===== src/rtl/hdp_pkg.sv =====
`timescale 1ns / 1ps
`default_nettype none

package hdp_pkg;

    // Channel payload widths
    localparam int CH_W    = 8;
    localparam int EPOCH_W = 39;

    // Limits of a valid result
    localparam logic signed [EPOCH_W-1:0] EPOCH_MIN = -39'sd62135596800;
    localparam logic signed [EPOCH_W-1:0] EPOCH_MAX = 39'sd253402300799;

    // Parsed fields of one date string, handed from the scanner to the epoch pipeline
    typedef struct packed {
        logic        bad;     // syntax error, early end or incomplete date
        logic [13:0] year;
        logic [3:0]  mon;     // January = 0
        logic [6:0]  day;
        logic [6:0]  hour;
        logic [6:0]  minute;
        logic [6:0]  second;
    } t_date_rec;

    // Days in each month of a common year
    function automatic logic [4:0] f_month_len(input logic [3:0] mon);
        logic [4:0] len;
        case (mon)
            4'd1:                     len = 5'd28;
            4'd3, 4'd5, 4'd8, 4'd10:  len = 5'd30;
            default:                  len = 5'd31;
        endcase
        return len;
    endfunction

    // floor(367 * m / 12) for the March-based month number m of each month
    function automatic logic [8:0] f_month_offset(input logic [3:0] mon);
        logic [8:0] ofs;
        case (mon)
            4'd0:    ofs = 9'd336;
            4'd1:    ofs = 9'd367;
            4'd2:    ofs = 9'd30;
            4'd3:    ofs = 9'd61;
            4'd4:    ofs = 9'd91;
            4'd5:    ofs = 9'd122;
            4'd6:    ofs = 9'd152;
            4'd7:    ofs = 9'd183;
            4'd8:    ofs = 9'd214;
            4'd9:    ofs = 9'd244;
            4'd10:   ofs = 9'd275;
            default: ofs = 9'd305;
        endcase
        return ofs;
    endfunction

endpackage

`default_nettype wire


===== src/rtl/hdp_char_if.sv =====
`timescale 1ns / 1ps
`default_nettype none

interface hdp_char_if;
    logic                    valid;
    logic                    ready;
    logic [hdp_pkg::CH_W-1:0] ch;
    logic                    last;

    modport source (output valid, output ch, output last, input ready);
    modport sink   (input valid, input ch, input last, output ready);
endinterface

`default_nettype wire


===== src/rtl/hdp_date_if.sv =====
`timescale 1ns / 1ps
`default_nettype none

interface hdp_date_if;
    logic                              valid;
    logic                              ready;
    logic                              ok;
    logic signed [hdp_pkg::EPOCH_W-1:0] epoch_seconds;

    modport source (output valid, output ok, output epoch_seconds, input ready);
    modport sink   (input valid, input ok, input epoch_seconds, output ready);
endinterface

`default_nettype wire


===== src/rtl/hdp_scanner.sv =====
`timescale 1ns / 1ps
`default_nettype none

module hdp_scanner (
    input  logic                     i_clk,
    input  logic                     i_rst_n,
    input  logic                     i_take,
    input  logic [hdp_pkg::CH_W-1:0] i_ch,
    input  logic                     i_last,
    output logic                     o_rec_valid,
    output hdp_pkg::t_date_rec       o_rec
);

    // Parse phases
    localparam logic [4:0] PH_WDAY   = 5'd0;
    localparam logic [4:0] PH_SKIP   = 5'd1;
    localparam logic [4:0] PH_DAY1   = 5'd2;
    localparam logic [4:0] PH_DAY2   = 5'd3;
    localparam logic [4:0] PH_DAYSEP = 5'd4;
    localparam logic [4:0] PH_MON1   = 5'd5;
    localparam logic [4:0] PH_MON2   = 5'd6;
    localparam logic [4:0] PH_MON3   = 5'd7;
    localparam logic [4:0] PH_MONSEP = 5'd8;
    localparam logic [4:0] PH_ISP    = 5'd9;
    localparam logic [4:0] PH_ID1    = 5'd10;
    localparam logic [4:0] PH_ID2    = 5'd11;
    localparam logic [4:0] PH_Y1     = 5'd12;
    localparam logic [4:0] PH_Y2     = 5'd13;
    localparam logic [4:0] PH_Y3     = 5'd14;
    localparam logic [4:0] PH_Y4     = 5'd15;
    localparam logic [4:0] PH_TSEP   = 5'd16;
    localparam logic [4:0] PH_H1     = 5'd17;
    localparam logic [4:0] PH_H2     = 5'd18;
    localparam logic [4:0] PH_C1     = 5'd19;
    localparam logic [4:0] PH_M1     = 5'd20;
    localparam logic [4:0] PH_M2     = 5'd21;
    localparam logic [4:0] PH_C2     = 5'd22;
    localparam logic [4:0] PH_S1     = 5'd23;
    localparam logic [4:0] PH_S2     = 5'd24;
    localparam logic [4:0] PH_YSEP   = 5'd25;
    localparam logic [4:0] PH_DONE   = 5'd26;

    // Date formats
    localparam logic [1:0] FMT_NONE   = 2'd0;
    localparam logic [1:0] FMT_RFC822 = 2'd1;
    localparam logic [1:0] FMT_RFC850 = 2'd2;
    localparam logic [1:0] FMT_ASC    = 2'd3;

    // Characters
    localparam logic [7:0] CH_NUL   = 8'h00;
    localparam logic [7:0] CH_SP    = 8'h20;
    localparam logic [7:0] CH_COMMA = 8'h2C;
    localparam logic [7:0] CH_DASH  = 8'h2D;
    localparam logic [7:0] CH_COLON = 8'h3A;
    localparam logic [7:0] CH_0     = 8'h30;
    localparam logic [7:0] CH_9     = 8'h39;
    localparam logic [7:0] CH_UA    = 8'h41;
    localparam logic [7:0] CH_UD    = 8'h44;
    localparam logic [7:0] CH_UF    = 8'h46;
    localparam logic [7:0] CH_UJ    = 8'h4A;
    localparam logic [7:0] CH_UM    = 8'h4D;
    localparam logic [7:0] CH_UN    = 8'h4E;
    localparam logic [7:0] CH_UO    = 8'h4F;
    localparam logic [7:0] CH_US    = 8'h53;
    localparam logic [7:0] CH_LA    = 8'h61;
    localparam logic [7:0] CH_LN    = 8'h6E;
    localparam logic [7:0] CH_LP    = 8'h70;
    localparam logic [7:0] CH_LR    = 8'h72;

    localparam logic [13:0] YEAR_PIVOT = 14'd70;
    localparam logic [13:0] YEAR_20XX  = 14'd2000;
    localparam logic [13:0] YEAR_19XX  = 14'd1900;

    function automatic logic f_is_digit(input logic [7:0] c);
        return (c >= CH_0) && (c <= CH_9);
    endfunction

    function automatic logic [13:0] f_push(input logic [13:0] acc, input logic [7:0] c);
        return 14'(acc * 14'd10 + {10'b0, c[3:0]});
    endfunction

    logic [4:0]  r_phase, n_phase, c_phase;
    logic [1:0]  r_fmt, n_fmt, c_fmt;
    logic [15:0] r_mltr, n_mltr, c_mltr;
    logic [6:0]  r_day, n_day, c_day;
    logic [3:0]  r_mon, n_mon, c_mon;
    logic [13:0] r_year, n_year, c_year;
    logic [6:0]  r_hour, n_hour, c_hour;
    logic [6:0]  r_min, n_min, c_min;
    logic [6:0]  r_sec, n_sec, c_sec;
    logic        r_err, n_err, c_err;

    // Consume one character: advance the phase and fold it into the fields
    always_comb begin
        logic [4:0]  ph;
        logic        sp_eaten;
        logic        dig;
        logic [13:0] yr_t;
        c_phase = r_phase;
        c_fmt   = r_fmt;
        c_mltr  = r_mltr;
        c_day   = r_day;
        c_mon   = r_mon;
        c_year  = r_year;
        c_hour  = r_hour;
        c_min   = r_min;
        c_sec   = r_sec;
        c_err   = r_err;
        ph       = r_phase;
        sp_eaten = 1'b0;
        dig      = f_is_digit(i_ch);
        yr_t     = '0;
        if (i_take && (r_phase != PH_DONE) && !r_err) begin
            if (i_ch == CH_NUL) begin
                c_err = 1'b1;
            end else begin
                // leave the space run, and drop one optional space before an asctime day
                if ((ph == PH_SKIP) && (i_ch != CH_SP)) begin
                    ph = (r_fmt == FMT_ASC) ? PH_MON1 : PH_DAY1;
                end
                if (ph == PH_ISP) begin
                    ph       = PH_ID1;
                    sp_eaten = (i_ch == CH_SP);
                end
                c_phase = ph;
                if (!sp_eaten) begin
                    unique case (ph)
                        PH_WDAY: begin
                            if (i_ch == CH_COMMA) begin
                                c_phase = PH_SKIP;
                            end else if (i_ch == CH_SP) begin
                                c_fmt   = FMT_ASC;
                                c_phase = PH_SKIP;
                            end
                        end
                        PH_SKIP: begin
                        end
                        PH_DAY1, PH_ID1: begin
                            c_day   = dig ? 7'(f_push(14'd0, i_ch)) : 7'd0;
                            c_err   = !dig;
                            c_phase = (ph == PH_DAY1) ? PH_DAY2 : PH_ID2;
                        end
                        PH_DAY2: begin
                            if (dig) c_day = 7'(f_push({7'b0, r_day}, i_ch));
                            c_err   = !dig;
                            c_phase = PH_DAYSEP;
                        end
                        PH_DAYSEP: begin
                            if (i_ch == CH_SP) c_fmt = FMT_RFC822;
                            else if (i_ch == CH_DASH) c_fmt = FMT_RFC850;
                            else c_err = 1'b1;
                            c_phase = PH_MON1;
                        end
                        PH_MON1: begin
                            case (i_ch) inside
                                CH_UJ, CH_UF, CH_UM, CH_UA, CH_US, CH_UO, CH_UN, CH_UD: begin
                                end
                                default: c_err = 1'b1;
                            endcase
                            c_mltr  = {8'h00, i_ch};
                            c_phase = PH_MON2;
                        end
                        PH_MON2: begin
                            c_mltr  = {i_ch, r_mltr[7:0]};
                            c_phase = PH_MON3;
                        end
                        PH_MON3: begin
                            case (r_mltr[7:0])
                                CH_UJ: c_mon = (r_mltr[15:8] == CH_LA) ? 4'd0 :
                                               (i_ch == CH_LN) ? 4'd5 : 4'd6;
                                CH_UF: c_mon = 4'd1;
                                CH_UM: c_mon = (i_ch == CH_LR) ? 4'd2 : 4'd4;
                                CH_UA: c_mon = (r_mltr[15:8] == CH_LP) ? 4'd3 : 4'd7;
                                CH_US: c_mon = 4'd8;
                                CH_UO: c_mon = 4'd9;
                                CH_UN: c_mon = 4'd10;
                                CH_UD: c_mon = 4'd11;
                                default: c_err = 1'b1;
                            endcase
                            c_phase = PH_MONSEP;
                        end
                        PH_MONSEP: begin
                            if (((r_fmt == FMT_RFC822) && (i_ch != CH_SP)) ||
                                ((r_fmt == FMT_RFC850) && (i_ch != CH_DASH))) begin
                                c_err = 1'b1;
                            end
                            c_phase = (r_fmt == FMT_ASC) ? PH_ISP : PH_Y1;
                        end
                        PH_ID2: begin
                            if (i_ch == CH_SP) begin
                                c_phase = PH_H1;
                            end else begin
                                if (dig) c_day = 7'(f_push({7'b0, r_day}, i_ch));
                                c_err   = !dig;
                                c_phase = PH_TSEP;
                            end
                        end
                        PH_Y1: begin
                            c_year  = dig ? f_push(14'd0, i_ch) : 14'd0;
                            c_err   = !dig;
                            c_phase = PH_Y2;
                        end
                        PH_Y2: begin
                            yr_t  = dig ? f_push(r_year, i_ch) : r_year;
                            c_err = !dig;
                            if (r_fmt == FMT_RFC850) begin
                                c_year  = yr_t + ((yr_t < YEAR_PIVOT) ? YEAR_20XX : YEAR_19XX);
                                c_phase = PH_TSEP;
                            end else begin
                                c_year  = yr_t;
                                c_phase = PH_Y3;
                            end
                        end
                        PH_Y3: begin
                            if (dig) c_year = f_push(r_year, i_ch);
                            c_err   = !dig;
                            c_phase = PH_Y4;
                        end
                        PH_Y4: begin
                            if (dig) c_year = f_push(r_year, i_ch);
                            c_err   = !dig;
                            c_phase = (r_fmt == FMT_ASC) ? PH_DONE : PH_TSEP;
                        end
                        PH_TSEP: begin
                            c_err   = (i_ch != CH_SP);
                            c_phase = PH_H1;
                        end
                        PH_H1: begin
                            c_hour  = dig ? 7'(f_push(14'd0, i_ch)) : 7'd0;
                            c_err   = !dig;
                            c_phase = PH_H2;
                        end
                        PH_H2: begin
                            if (dig) c_hour = 7'(f_push({7'b0, r_hour}, i_ch));
                            c_err   = !dig;
                            c_phase = PH_C1;
                        end
                        PH_C1: begin
                            c_err   = (i_ch != CH_COLON);
                            c_phase = PH_M1;
                        end
                        PH_M1: begin
                            c_min   = dig ? 7'(f_push(14'd0, i_ch)) : 7'd0;
                            c_err   = !dig;
                            c_phase = PH_M2;
                        end
                        PH_M2: begin
                            if (dig) c_min = 7'(f_push({7'b0, r_min}, i_ch));
                            c_err   = !dig;
                            c_phase = PH_C2;
                        end
                        PH_C2: begin
                            c_err   = (i_ch != CH_COLON);
                            c_phase = PH_S1;
                        end
                        PH_S1: begin
                            c_sec   = dig ? 7'(f_push(14'd0, i_ch)) : 7'd0;
                            c_err   = !dig;
                            c_phase = PH_S2;
                        end
                        PH_S2: begin
                            if (dig) c_sec = 7'(f_push({7'b0, r_sec}, i_ch));
                            c_err   = !dig;
                            c_phase = (r_fmt == FMT_ASC) ? PH_YSEP : PH_DONE;
                        end
                        PH_YSEP: begin
                            c_err   = (i_ch != CH_SP);
                            c_phase = PH_Y1;
                        end
                        default: begin
                        end
                    endcase
                end
            end
        end
    end

    // Return to the start state after the last character
    always_comb begin
        if (i_take && i_last) begin
            n_phase = PH_WDAY;
            n_fmt   = FMT_NONE;
            n_mltr  = '0;
            n_day   = '0;
            n_mon   = '0;
            n_year  = '0;
            n_hour  = '0;
            n_min   = '0;
            n_sec   = '0;
            n_err   = 1'b0;
        end else begin
            n_phase = c_phase;
            n_fmt   = c_fmt;
            n_mltr  = c_mltr;
            n_day   = c_day;
            n_mon   = c_mon;
            n_year  = c_year;
            n_hour  = c_hour;
            n_min   = c_min;
            n_sec   = c_sec;
            n_err   = c_err;
        end
    end

    always_ff @(posedge i_clk) begin
        if (!i_rst_n) begin
            r_phase <= PH_WDAY;
            r_fmt   <= FMT_NONE;
            r_mltr  <= '0;
            r_day   <= '0;
            r_mon   <= '0;
            r_year  <= '0;
            r_hour  <= '0;
            r_min   <= '0;
            r_sec   <= '0;
            r_err   <= 1'b0;
        end else begin
            r_phase <= n_phase;
            r_fmt   <= n_fmt;
            r_mltr  <= n_mltr;
            r_day   <= n_day;
            r_mon   <= n_mon;
            r_year  <= n_year;
            r_hour  <= n_hour;
            r_min   <= n_min;
            r_sec   <= n_sec;
            r_err   <= n_err;
        end
    end

    // Hand the finished fields on with the last character
    assign o_rec_valid = i_take && i_last;
    assign o_rec = '{bad:    c_err || (c_phase != PH_DONE),
                     year:   c_year,
                     mon:    c_mon,
                     day:    c_day,
                     hour:   c_hour,
                     minute: c_min,
                     second: c_sec};

endmodule

`default_nettype wire


===== src/rtl/hdp_epoch_calc.sv =====
`timescale 1ns / 1ps
`default_nettype none

module hdp_epoch_calc (
    input  logic               i_clk,
    input  logic               i_rst_n,
    input  logic               i_rec_valid,
    input  hdp_pkg::t_date_rec i_rec,
    output logic               o_rec_ready,
    hdp_date_if.source         o_date
);

    localparam int STAGES = 6;

    // Reciprocal of 100 scaled by 2^19, exact for years up to 9999
    localparam logic [26:0] RECIP_100 = 27'd5243;
    localparam int          RECIP_SH  = 19;

    localparam logic [3:0]  MON_FEB    = 4'd1;
    localparam logic [3:0]  MON_MAR    = 4'd2;
    localparam logic [3:0]  MON_DEC    = 4'd11;
    localparam logic [6:0]  DAY_LEAP   = 7'd29;
    localparam logic [6:0]  HOUR_MAX   = 7'd23;
    localparam logic [6:0]  MINSEC_MAX = 7'd59;
    localparam logic [13:0] YEAR_MIN   = 14'd1;
    localparam logic [13:0] YEAR_MAX   = 14'd9999;
    // -1 - 719527 + 31 + 28 - 30
    localparam logic [24:0] DAY_BIAS   = 25'd719499;

    logic [STAGES-1:0] r_vld, n_vld, w_ld;

    hdp_pkg::t_date_rec r_s1, n_s1;
    hdp_pkg::t_date_rec r_s2, n_s2;
    logic [7:0]         r_s2_q, n_s2_q;

    logic               r_s3_ok, n_s3_ok;
    logic [13:0]        r_s3_yadj, n_s3_yadj;
    logic [7:0]         r_s3_qa, n_s3_qa;
    logic [8:0]         r_s3_moff, n_s3_moff;
    logic [6:0]         r_s3_day, r_s3_hour, r_s3_min, r_s3_sec;

    logic               r_s4_ok;
    logic signed [24:0] r_s4_days, n_s4_days;
    logic [18:0]        r_s4_tod, n_s4_tod;

    logic               r_s5_ok;
    logic signed [39:0] r_s5_prod, n_s5_prod;
    logic [18:0]        r_s5_tod;

    logic                               r_o_ok;
    logic signed [hdp_pkg::EPOCH_W-1:0] r_o_epoch, n_o_epoch;

    logic [14:0] w_rem;
    logic        w_hund;
    logic        w_leap;
    logic        w_jan_feb;
    logic        w_day_ok;
    logic [24:0] w_pos, w_neg;

    // Advance a stage when it is empty or the next one advances
    always_comb begin
        w_ld[STAGES-1] = !r_vld[STAGES-1] || o_date.ready;
        for (int k = STAGES - 2; k >= 0; k--) begin
            w_ld[k] = !r_vld[k] || w_ld[k+1];
        end
        n_vld[0] = w_ld[0] ? i_rec_valid : r_vld[0];
        for (int k = 1; k < STAGES; k++) begin
            n_vld[k] = w_ld[k] ? r_vld[k-1] : r_vld[k];
        end
    end

    assign o_rec_ready = w_ld[0];

    // Stage 1: hold the parsed fields
    assign n_s1 = i_rec;

    // Stage 2: year / 100 by reciprocal multiply
    assign n_s2     = r_s1;
    always_comb n_s2_q = 8'(27'(r_s1.year) * RECIP_100 >> RECIP_SH);

    // Stage 3: leap year, field checks, March-based year and month
    always_comb begin
        w_rem     = 15'(r_s2.year) - 15'(15'(r_s2_q) * 15'd100);
        w_hund    = (w_rem == 15'd0);
        w_leap    = (r_s2.year[1:0] == 2'b00) && !(w_hund && (r_s2_q[1:0] != 2'b00));
        w_jan_feb = (r_s2.mon < MON_MAR);
        if ((r_s2.day == DAY_LEAP) && (r_s2.mon == MON_FEB)) begin
            w_day_ok = w_leap;
        end else begin
            w_day_ok = (r_s2.day <= {2'b00, hdp_pkg::f_month_len(r_s2.mon)});
        end
        n_s3_ok   = !r_s2.bad && (r_s2.mon <= MON_DEC) &&
                    (r_s2.hour <= HOUR_MAX) && (r_s2.minute <= MINSEC_MAX) &&
                    (r_s2.second <= MINSEC_MAX) &&
                    (r_s2.year >= YEAR_MIN) && (r_s2.year <= YEAR_MAX) && w_day_ok;
        n_s3_yadj = r_s2.year - {13'b0, w_jan_feb};
        n_s3_qa   = r_s2_q - {7'b0, w_jan_feb && w_hund};
        n_s3_moff = hdp_pkg::f_month_offset(r_s2.mon);
    end

    // Stage 4: day count from the epoch and seconds into the day
    always_comb begin
        w_pos = 25'(r_s3_yadj) * 25'd365 + 25'(r_s3_yadj >> 2) + 25'(r_s3_qa >> 2) +
                25'(r_s3_moff) + 25'(r_s3_day);
        w_neg = 25'(r_s3_qa) + DAY_BIAS;
        n_s4_days = $signed(w_pos - w_neg);
        n_s4_tod  = 19'(r_s3_hour) * 19'd3600 + 19'(r_s3_min) * 19'd60 + 19'(r_s3_sec);
    end

    // Stage 5: days to seconds
    assign n_s5_prod = 40'(r_s4_days) * 40'sd86400;

    // Stage 6: add the time of day, zero a rejected date
    assign n_o_epoch = r_s5_ok ?
        hdp_pkg::EPOCH_W'(r_s5_prod + $signed({21'b0, r_s5_tod})) : '0;

    always_ff @(posedge i_clk) begin
        if (!i_rst_n) begin
            r_vld <= '0;
        end else begin
            r_vld <= n_vld;
        end
    end

    always_ff @(posedge i_clk) begin
        if (w_ld[0]) begin
            r_s1 <= n_s1;
        end
        if (w_ld[1]) begin
            r_s2   <= n_s2;
            r_s2_q <= n_s2_q;
        end
        if (w_ld[2]) begin
            r_s3_ok   <= n_s3_ok;
            r_s3_yadj <= n_s3_yadj;
            r_s3_qa   <= n_s3_qa;
            r_s3_moff <= n_s3_moff;
            r_s3_day  <= r_s2.day;
            r_s3_hour <= r_s2.hour;
            r_s3_min  <= r_s2.minute;
            r_s3_sec  <= r_s2.second;
        end
        if (w_ld[3]) begin
            r_s4_ok   <= r_s3_ok;
            r_s4_days <= n_s4_days;
            r_s4_tod  <= n_s4_tod;
        end
        if (w_ld[4]) begin
            r_s5_ok   <= r_s4_ok;
            r_s5_prod <= n_s5_prod;
            r_s5_tod  <= r_s4_tod;
        end
        if (w_ld[5]) begin
            r_o_ok    <= r_s5_ok;
            r_o_epoch <= n_o_epoch;
        end
    end

    assign o_date.valid         = r_vld[STAGES-1];
    assign o_date.ok            = r_o_ok;
    assign o_date.epoch_seconds = r_o_epoch;

endmodule

`default_nettype wire


===== src/rtl/http_date_parser_core.sv =====
`timescale 1ns / 1ps
`default_nettype none

// Channel   Dir  Payload                           Request
// i_char    in   ch[7:0], last                     one character of a date string
// o_date    out  ok, epoch_seconds[38:0] signed    one parsed date per string
//
// One character is taken every cycle while i_char.ready is high.
// After its last character, a result is registered through the six-stage
// epoch pipeline (year/100 multiply, checks, day sum, seconds multiply, add).
// Reset is synchronous and active low; it returns the parser to the weekday
// scan and empties the pipeline.
// A stalled o_date backs up stage by stage; i_char.ready drops only when all
// six stages hold results.

module http_date_parser_core (
    input  logic       i_clk,
    input  logic       i_rst_n,
    hdp_char_if.sink   i_char,
    hdp_date_if.source o_date
);

    logic               w_take;
    logic               w_rec_valid;
    logic               w_rec_ready;
    hdp_pkg::t_date_rec w_rec;

    // Accept a character whenever the pipeline can take a finished date
    assign i_char.ready = w_rec_ready;
    assign w_take       = i_char.valid && w_rec_ready;

    hdp_scanner u_scanner (
        .i_clk       (i_clk),
        .i_rst_n     (i_rst_n),
        .i_take      (w_take),
        .i_ch        (i_char.ch),
        .i_last      (i_char.last),
        .o_rec_valid (w_rec_valid),
        .o_rec       (w_rec)
    );

    hdp_epoch_calc u_epoch_calc (
        .i_clk       (i_clk),
        .i_rst_n     (i_rst_n),
        .i_rec_valid (w_rec_valid),
        .i_rec       (w_rec),
        .o_rec_ready (w_rec_ready),
        .o_date      (o_date)
    );

    // A rejected date carries zero seconds
    a_zero_when_bad : assert property (@(posedge i_clk) disable iff (!i_rst_n)
        (o_date.valid && !o_date.ok) |-> (o_date.epoch_seconds == '0))
        else $error("rejected date with nonzero seconds");

    // An accepted date lies in years 1..9999
    a_range : assert property (@(posedge i_clk) disable iff (!i_rst_n)
        (o_date.valid && o_date.ok) |->
        ((o_date.epoch_seconds >= hdp_pkg::EPOCH_MIN) &&
         (o_date.epoch_seconds <= hdp_pkg::EPOCH_MAX)))
        else $error("epoch seconds out of range");

    // Input back-pressure only comes from a stalled output
    a_ready_cause : assert property (@(posedge i_clk) disable iff (!i_rst_n)
        !i_char.ready |-> (o_date.valid && !o_date.ready))
        else $error("input stalled while output drains");

    // A stalled result holds its seconds
    a_hold : assert property (@(posedge i_clk) disable iff (!i_rst_n)
        (o_date.valid && !o_date.ready) |=> $stable(o_date.epoch_seconds))
        else $error("stalled result changed");

endmodule

`default_nettype wire

===== src/flat_wrapper.sv =====
// flat-port wrapper written by rule: the top's interface ports become plain ports
module http_date_parser_core_flat 
  (i_clk, i_rst_n, i_char_valid, i_char_ch, i_char_last, i_char_ready, o_date_valid, o_date_ok, o_date_epoch_seconds, o_date_ready);
  hdp_char_if i_char_i ();
  hdp_date_if o_date_i ();
  input  logic i_clk;
  input  logic i_rst_n;
  input wire logic [$bits(i_char_i.valid)-1:0] i_char_valid;
  input wire logic [$bits(i_char_i.ch)-1:0] i_char_ch;
  input wire logic [$bits(i_char_i.last)-1:0] i_char_last;
  output wire logic [$bits(i_char_i.ready)-1:0] i_char_ready;
  output wire logic [$bits(o_date_i.valid)-1:0] o_date_valid;
  output wire logic [$bits(o_date_i.ok)-1:0] o_date_ok;
  output wire logic [$bits(o_date_i.epoch_seconds)-1:0] o_date_epoch_seconds;
  input wire logic [$bits(o_date_i.ready)-1:0] o_date_ready;
  assign i_char_i.valid = i_char_valid;
  assign i_char_i.ch = i_char_ch;
  assign i_char_i.last = i_char_last;
  assign i_char_ready = i_char_i.ready;
  assign o_date_valid = o_date_i.valid;
  assign o_date_ok = o_date_i.ok;
  assign o_date_epoch_seconds = o_date_i.epoch_seconds;
  assign o_date_i.ready = o_date_ready;
  http_date_parser_core u_core (.i_clk(i_clk), .i_rst_n(i_rst_n), .i_char(i_char_i), .o_date(o_date_i));
endmodule

===== config.mk =====
export PLATFORM = sky130hd
export DESIGN_NAME = http_date_parser_core_flat
export DESIGN_NICKNAME = d
export VERILOG_FILES = /design/src/rtl/hdp_pkg.sv /design/src/rtl/hdp_char_if.sv /design/src/rtl/hdp_date_if.sv /design/src/rtl/hdp_scanner.sv /design/src/rtl/hdp_epoch_calc.sv /design/src/rtl/http_date_parser_core.sv /design/src/flat_wrapper.sv
export SDC_FILE = /design/constraint.sdc
export NUM_CORES = 2
export LEC_CHECK = 0
export ABC_AREA = 0
export BUFFER_PORTS_ARGS = -buffer_cell sky130_fd_sc_hd__buf_2
export CAP_MARGIN = 20
export CORE_MARGIN = 4
export CORE_UTILIZATION = 35
export CTS_BUF_LIST = sky130_fd_sc_hd__clkbuf_4 sky130_fd_sc_hd__clkbuf_8 sky130_fd_sc_hd__clkbuf_16
export DETAILED_ROUTE_END_ITERATION = 8
export GPL_ROUTABILITY_DRIVEN = 0
export PLACE_DENSITY = 0.48
export RECOVER_POWER = 25
export SKIP_LAST_GASP = 1
export SYNTH_ARGS = -nofsm -noshare
export SYNTH_HDL_FRONTEND = slang
export SYNTH_SLANG_ARGS = --single-unit

===== constraint.sdc =====
create_clock -name i_clk -period 6.3 [get_ports i_clk]
set_clock_uncertainty 0.2 [all_clocks]
set_input_delay 0.315 -clock i_clk [delete_from_list [all_inputs] [get_ports i_clk]]
set_output_delay 0.315 -clock i_clk [all_outputs]
set_load 0.05 [all_outputs]

Word-level counts from Yosys, hierarchy flattened
Memories as Yosys holds them, arrays and structs flattened. A register that Yosys moved wholly into a read port is not among the register bits.
Cells that the tools add are included.
{"block": "op_classes", "multipliers": 11, "mux": 80, "n_lt_le_gt_ge": 11, "n_addsub": 18, "n_reduce_logical": 56, "bitwise_logic": 4, "n_eq_ne": 65}
{"operator": "$eq A8 B7 Y1 const B", "n": 20}
{"operator": "$mux W7", "n": 17}
{"operator": "$pmux W5 S23", "n": 1}
{"operator": "$mux W14", "n": 5}
{"operator": "$mux W5", "n": 13}
{"operator": "$eq A5 B5 Y1 const B", "n": 10}
{"operator": "$pmux W14 S3", "n": 1}
{"operator": "$pmux W7 S2", "n": 3}
{"operator": "$eq A5 B4 Y1 const B", "n": 8}
{"operator": "$add A39 B20 Y39", "n": 1}
{"operator": "$mul A25 B11 Y32 const B", "n": 1}
{"operator": "$mux W4", "n": 8}
{"operator": "$pmux W16 S2", "n": 1}
{"operator": "$pmux W4 S8", "n": 1}
{"operator": "$add A7 B4 Y7", "n": 4}
{"operator": "$mul A7 B3 Y6 const B", "n": 4}
{"operator": "$mul A14 B13 Y27 const B", "n": 1}
{"operator": "$add A24 B6 Y25", "n": 1}
{"operator": "$add A25 B7 Y25", "n": 1}
{"operator": "$add A25 B9 Y25", "n": 1}
{"operator": "$sub A25 B21 Y25", "n": 1}
{"operator": "$add A23 B12 Y24", "n": 1}
{"operator": "$eq A8 B6 Y1 const B", "n": 3}
{"operator": "$ne A8 B6 Y1 const B", "n": 3}
{"operator": "59 further kinds", "n": 135}
{"block": "word_totals", "out_inout_bits": 42, "reg_bits": 366, "in_bits": 13, "mem_count": 1, "word_cells": 293, "mem_bits_ro": 144}
{"name": "(name not given)", "depth": 16, "word_bits": 9, "rd": 1, "rd_ports_with_merged_regs": 1, "wr": 0, "line_no": "hdp_pkg.sv:39", "text": "case (mon)"}

Longest topological paths before layout
{"block": "depth", "ltp_word": 23, "mapped_depth": 24, "ltp_nobuf": 24}

By module
A second synthesis with hierarchy kept.
{"block": "hier_totals", "cells_unflattened": 3165, "area_unflattened_um2": 32846.5}
{"mod": "hdp_epoch_calc", "instances": 1, "cells_per_inst": 2313, "seq_area_each_um2": 9098.7, "area_per_inst_um2": 26309.0}
{"mod": "hdp_scanner", "instances": 1, "cells_per_inst": 851, "seq_area_each_um2": 1401.3, "area_per_inst_um2": 6531.3}
{"mod": "http_date_parser_core", "instances": 1, "cells_per_inst": 1, "seq_area_each_um2": 0.0, "area_per_inst_um2": 6.3}

Worst setup path before layout
OpenSTA, ideal clock, no wires.
{"block": "synth_timing", "path_kind": "register to register", "startpoint": "register u_core.u_epoch_calc.r_s3_yadj[5]", "endpoint": "register u_core.u_epoch_calc.r_s4_days[24] (data pin)", "t_required_ps": 5842, "setup_ps": 258, "path_buffers": 0, "synth_period_minus_slack_ps": 6155, "arrival_time_ps": 5698, "path_slack_ps": 145, "path_stages_with_launch": 20, "path_cell_list": "edfxtp_1 > inv_1 > ha_1 > fa_1 > fa_1 > fa_1 > fa_1 > inv_1 > fa_1 > ha_1 > or2_2 > a311o_1 > o2111ai_2 > a21oi_2 > a2111oi_4 > o31ai_1 > o41ai_2 > o21bai_1 > a21oi_1 > xnor2_1"}
{"block": "synth_between", "elab_chain_len": 6}
{"item": "start, declared", "line_no": "hdp_epoch_calc.sv:37", "text": "logic [13:0] r_s3_yadj, n_s3_yadj;"}
{"item": "start signal, assigned", "line_no": "hdp_epoch_calc.sv:135", "text": "r_s3_yadj <= n_s3_yadj;"}
{"item": "$mul A14 B9 Y23", "line_no": "hdp_epoch_calc.sv:103", "text": "w_pos = 25'(r_s3_yadj) * 25'd365 + 25'(r_s3_yadj >> 2) + 25'(r_s3_qa >> 2) +"}
{"item": "$add A23 B12 Y24 *", "line_no": "hdp_epoch_calc.sv:103"}
{"item": "$add A24 B6 Y25 *", "line_no": "hdp_epoch_calc.sv:103"}
{"item": "$add A25 B9 Y25 *", "line_no": "hdp_epoch_calc.sv:103"}
{"item": "$add A25 B7 Y25 *", "line_no": "hdp_epoch_calc.sv:104", "text": "25'(r_s3_moff) + 25'(r_s3_day);"}
{"item": "$sub A25 B21 Y25 *", "line_no": "hdp_epoch_calc.sv:106", "text": "n_s4_days = $signed(w_pos - w_neg);"}
{"item": "net u_core.u_epoch_calc.n_s4_days[24]", "line_no": "hdp_epoch_calc.sv:43", "text": "logic signed [24:0] r_s4_days, n_s4_days;"}
{"item": "end signal, assigned", "line_no": "hdp_epoch_calc.sv:145", "text": "r_s4_days <= n_s4_days;"}
{"item": "end, declared", "line_no": "hdp_epoch_calc.sv:43"}
The timed path passes the listed nets; every way through them passes the cells marked *.
A chain may end at the register's enable or synchronous reset.

Worst setup path after layout
{"block": "layout_timing", "startpoint": "register u_core.u_epoch_calc.r_s3_yadj[6]", "endpoint": "register u_core.u_epoch_calc.r_s4_days[24] (data pin)"}
Same word-level chain as after synthesis.

==> metrics.md <==
| Metric | Value |
|---|---|
| CTS tree | done |
| Post-synth top flop | edfxtp_1 |
| Mapped cell area | 0.0328 mm2 |
| Setup_tns | 0 ns |
| Synth-to-layout area growth | 12.0% |
| Reg2reg start | u_core.u_epoch_calc.r_s3_yadj[6]$_DFFE_PP_ |
| Routed vias/inst | 4.78 |
| Crit-path most repeated cell | inv_1 |
| Final design utilization | 0.398 |
| Die area | 0.0986 mm2 |
| Hpwl dp | 55400 um |
| Final hold vios | 0 |
| Cells on worst reg2reg path | 20 |
| Grt ovf | 0 |
| Rel. slew slack | -0.541 |
| Avg Cell Area, Syn | 10.6 um2 |
| Synth async-reset ratio | 0 |
| Die width | 314 um |
| Std cell rows | 111 |
| Worst EP required | 6.40 ns |
| Max VDD drop | 0.000176 V |
| Initial antenna violation count | 1 |
| Fin worst setup slack | 0.153 ns |
| CP endpoint kind | flop |
| PD cells | 151 mW/mm2 |
| Critical path's slowest cell | fa_1 |
| Post-route ant nets | 0 |
| Beginning of the worst hold path | i_char_ch[1] |
| Die Span Y | 314 um |
| Via count | 21500 |
| Final Setup Violations | 0 |
| DRC errors left | 0 |
| Slew Limit Fails | 42 |
| Register area share after synthesis | 0.321 |
| Post-synthesis register bit count | 375 |
| Max clock buf depth | 3 |
| CTS Sinks | 375 |
| Yosys cell types | 98 |
| Worst-path clk slew | 0.06 ns |
| Initial Util | 0.355 |
| Vias in the first global route | 22500 |
| Crit path cell chain | ha_4 > inv_1 > fa_1 > inv_1 > fa_1 > inv_1 > fa_2 > inv_1 > fa_2 > fa_2 > ha_2 > or4_4 > o2111ai_4 > a21oi_2 > a2111oi_4 > o31ai_2 > o41ai_2 > o21bai_1 > a21oi_1 > xnor2_1 |
| Final Cycle Share | 0.976 |
| # fillers | 9076 |
| Fin area | 0.0367 mm2 |
| R2R Setup Slk | 0.15 ns |
| Mapped Cells | 3095 |
| Num CTS Buffers | 43 |
| Ports | 55 |
| Global router's overall resource usage | 0.139 |
| DP Worst Slack | -0.156 ns |
| Status | finished with violations |
| WL per Instance | 15.2 um |
| Leakage | 0.0173 uW |
| Core ar. | 0.0922 mm2 |
| Worst Max-Slew Pin Slew | 2.31 ns |
| Synthesized net count | 3872 |
| Fin nets | 3996 |
| H-tree depth | 2 |
| Placed inst area | 0.0348 mm2 |
| Worst Setup Path Type | reg -> reg |
| CP startpoint | u_core.u_epoch_calc.r_s3_yadj[6]$_DFFE_PP_ |
| Startpoint Class | flop |
| Min Clock Period, post-route | 6.15 ns |
| Worst Hold Class | in -> reg |
| First-pass iteration count of the detailed router | 7 |
| Port bufs | 54 |
| Worst skew pair latency | 0.58 ns |
| Crit path arrival time | 6.25 ns |
| Hold path cells | 4 |
| Initial DRC Count | 840 |
| Yosys warning total | 0 |
| RSZ-0062 raised after global routing | true |
| First-pass GRT wire length | 114000 um |
| Worst reg2reg endpoint | u_core.u_epoch_calc.r_s4_days[24]$_DFFE_PP_ |
| Root Buffer | clkbuf_16 |
| CP Max Fanout | 2 |
| Pin count of the biggest net entering global routing | 69 |
| Max Cap Viol | 1 |
| Final Hold Slack | 0.0535 ns |
| Post-synth EDFFs | 299 |
| Drt total wl | 68500 um |
| Antenna diode count | 0 |
| Failing checks | capacitance limit, slew limit |
| Hold EP | u_core.u_scanner.r_mltr[9]$_SDFFE_PP0P_ |
| Peak Freq | 0.163 GHz |
| Fraction of layout cells with a size suffix above 1 | 0.0873 |
| CP peak stage delay | 0.54 ns |
==> layer usage <==
metal  global-route usage  routed length [um]  share of wire
met3               0.0173                2060          0.030
met1                0.182               31300           0.46
met4               0.0358                1610          0.023
met2                0.245               33500           0.49
met5                    0                   0              0
==> power breakdown <==
part | switching, uW | internal [uW] | total, uW
combinational | 204 | 156 | 360
clock | 1060 | 1410 | 2470
sequential | 27.4 | 2680 | 2710
==> logic make-up after synthesis <==
logic type               Yosys count  share of synthesized area
flip-flops                       375                      0.321
multiplexers                       9                    0.00286
buffers and inverters            617                     0.0715
AO/OA/AOI/OAI                    485                     0.0993
XOR/XNOR                         190                     0.0508
adder cells (fa/ha/maj)          764                      0.350
AND/OR/NAND/NOR                  655                      0.105
==> placed cells by master (no fill, tap or decap), types with 21 or more instances in the layout <==
cell type  synthesis  routed
a21o_1            42      42
a21oi_1          135     133
and2_1            42      40
and3_1            26      26
buf_2             10      29
buf_4              2      52
clkbuf_1          39      34
clkbuf_16          0      43
dfxtp_1           76      75
edfxtp_1         299     299
fa_1             255     250
ha_1             509     489
inv_1            561     547
nand2_1          153     151
nand3_1           49      49
nor2_1           133     133
nor2b_1           78      77
nor3_1            50      49
o21a_1            22      21
o21ai_0           97      94
xnor2_1          133     132
xor2_1            57      56
==> stage by stage <==
stage               instances  total power, uW
detailed placement       4396             3120
global placement         4396             3110
global route             4496             5780
floorplan                3095             3030
finish                   4496             5540
CTS                      4487             5650
==> flip-flops by register name, summed over array words and instances (netlist names), 8 cells and up <==
| register | cells |
|---|---|
| u_core.u_epoch_calc.n_s2 | 47 |
| u_core.u_epoch_calc.r_s2 | 47 |
| u_core.u_epoch_calc.o_date.epoch_seconds | 39 |
| u_core.u_epoch_calc.r_s5_prod | 32 |
| u_core.u_epoch_calc.r_s4_days | 25 |
| u_core.u_epoch_calc.r_s4_tod | 19 |
| u_core.u_epoch_calc.r_s5_tod | 19 |
| u_core.u_scanner.r_mltr | 16 |
| u_core.u_epoch_calc.r_s3_yadj | 14 |
| u_core.u_scanner.r_year | 14 |
| u_core.u_epoch_calc.r_s3_moff | 9 |
| u_core.u_epoch_calc.r_s2_q | 8 |
| u_core.u_epoch_calc.r_s3_qa | 8 |
==> final cells by class <==
cell class / count / area [um2] / share of cell area
Clock buffer: 53 / 1160 / 0.0315
Clock inverter: 26 / 258 / 0.00702
Inverter: 562 / 2110 / 0.0575
Multi-Input combinational cell: 2103 / 20200 / 0.552
Sequential cell: 375 / 10500 / 0.286
Tap cell: 1243 / 1560 / 0.0424
Timing Repair Buffer: 134 / 871 / 0.0237
==> worst max-delay path by stage <==
| stage | endpoint | slack [ns] | cells after the start |
|---|---|---|---|
| finish | u_core.u_epoch_calc.r_s4_days[24]$_DFFE_PP_ | 0.15 | 20 |
| global route | u_core.u_epoch_calc.r_s4_days[24]$_DFFE_PP_ | -0.12 | 21 |
| CTS | u_core.u_epoch_calc.r_s4_days[24]$_DFFE_PP_ | 0.004 | 21 |
| detailed placement | u_core.u_epoch_calc.r_s4_days[23]$_DFFE_PP_ | -0.16 | 21 |
| global placement | u_core.u_epoch_calc.r_s4_days[23]$_DFFE_PP_ | -0.007 | 21 |
| floorplan | u_core.u_epoch_calc.r_s4_days[24]$_DFFE_PP_ | 0.14 | 19 |
==> Yosys cell counts, drive strengths merged (7+ instances only) <==
cell    count  share of area
nor3b      15         0.0037
o211ai     11         0.0027
o31ai      15         0.0036
a21o       42         0.0096
nor3       50         0.0076
nor2      134          0.015
o21ai     112          0.018
edfxtp    299           0.27
xnor2     133          0.036
nand2b     17         0.0032
o21a       22         0.0050
o21bai     18         0.0042
nor4       18         0.0043
a32o        7         0.0021
nand3      49         0.0075
nand2     153          0.018
buf        16         0.0027
a22oi      10         0.0023
clkbuf     39         0.0045
a22o       11         0.0029
or3        15         0.0029
nor2b      79          0.015
and3       26         0.0050
nand4      17         0.0032
xor2       57          0.015
and2       43         0.0082
ha        509           0.19
a31oi      18         0.0036
dfxtp      76          0.046
a21oi     139          0.022
fa        255           0.16
inv       562          0.064
a221oi      8         0.0021
a211oi     14         0.0038
or2        16         0.0031
==> timing repair <==
| action | in CTS | in global routing |
|---|---|---|
| endpoints found under the setup margin | 3 | 17 |
| hold endpoints to repair | 18 | 0 |
| resized for setup | 6 | 63 |
| hold buffers | 12 | 0 |
| setup buffers | 0 | 10 |
| pin swaps | 5 | 53 |
==> worst max-delay path: cells and delay by family, from the launching register on <==
family | cells | cell delay [ns]
fa+ha+maj | 7 | 3.01
compound gates | 7 | 1.36
simple gates | 1 | 0.53
flops | 1 | 0.45
buf+inv | 4 | 0.21
xor+xnor | 1 | 0.09
Note: power is estimated with default switching activity, not from simulation.
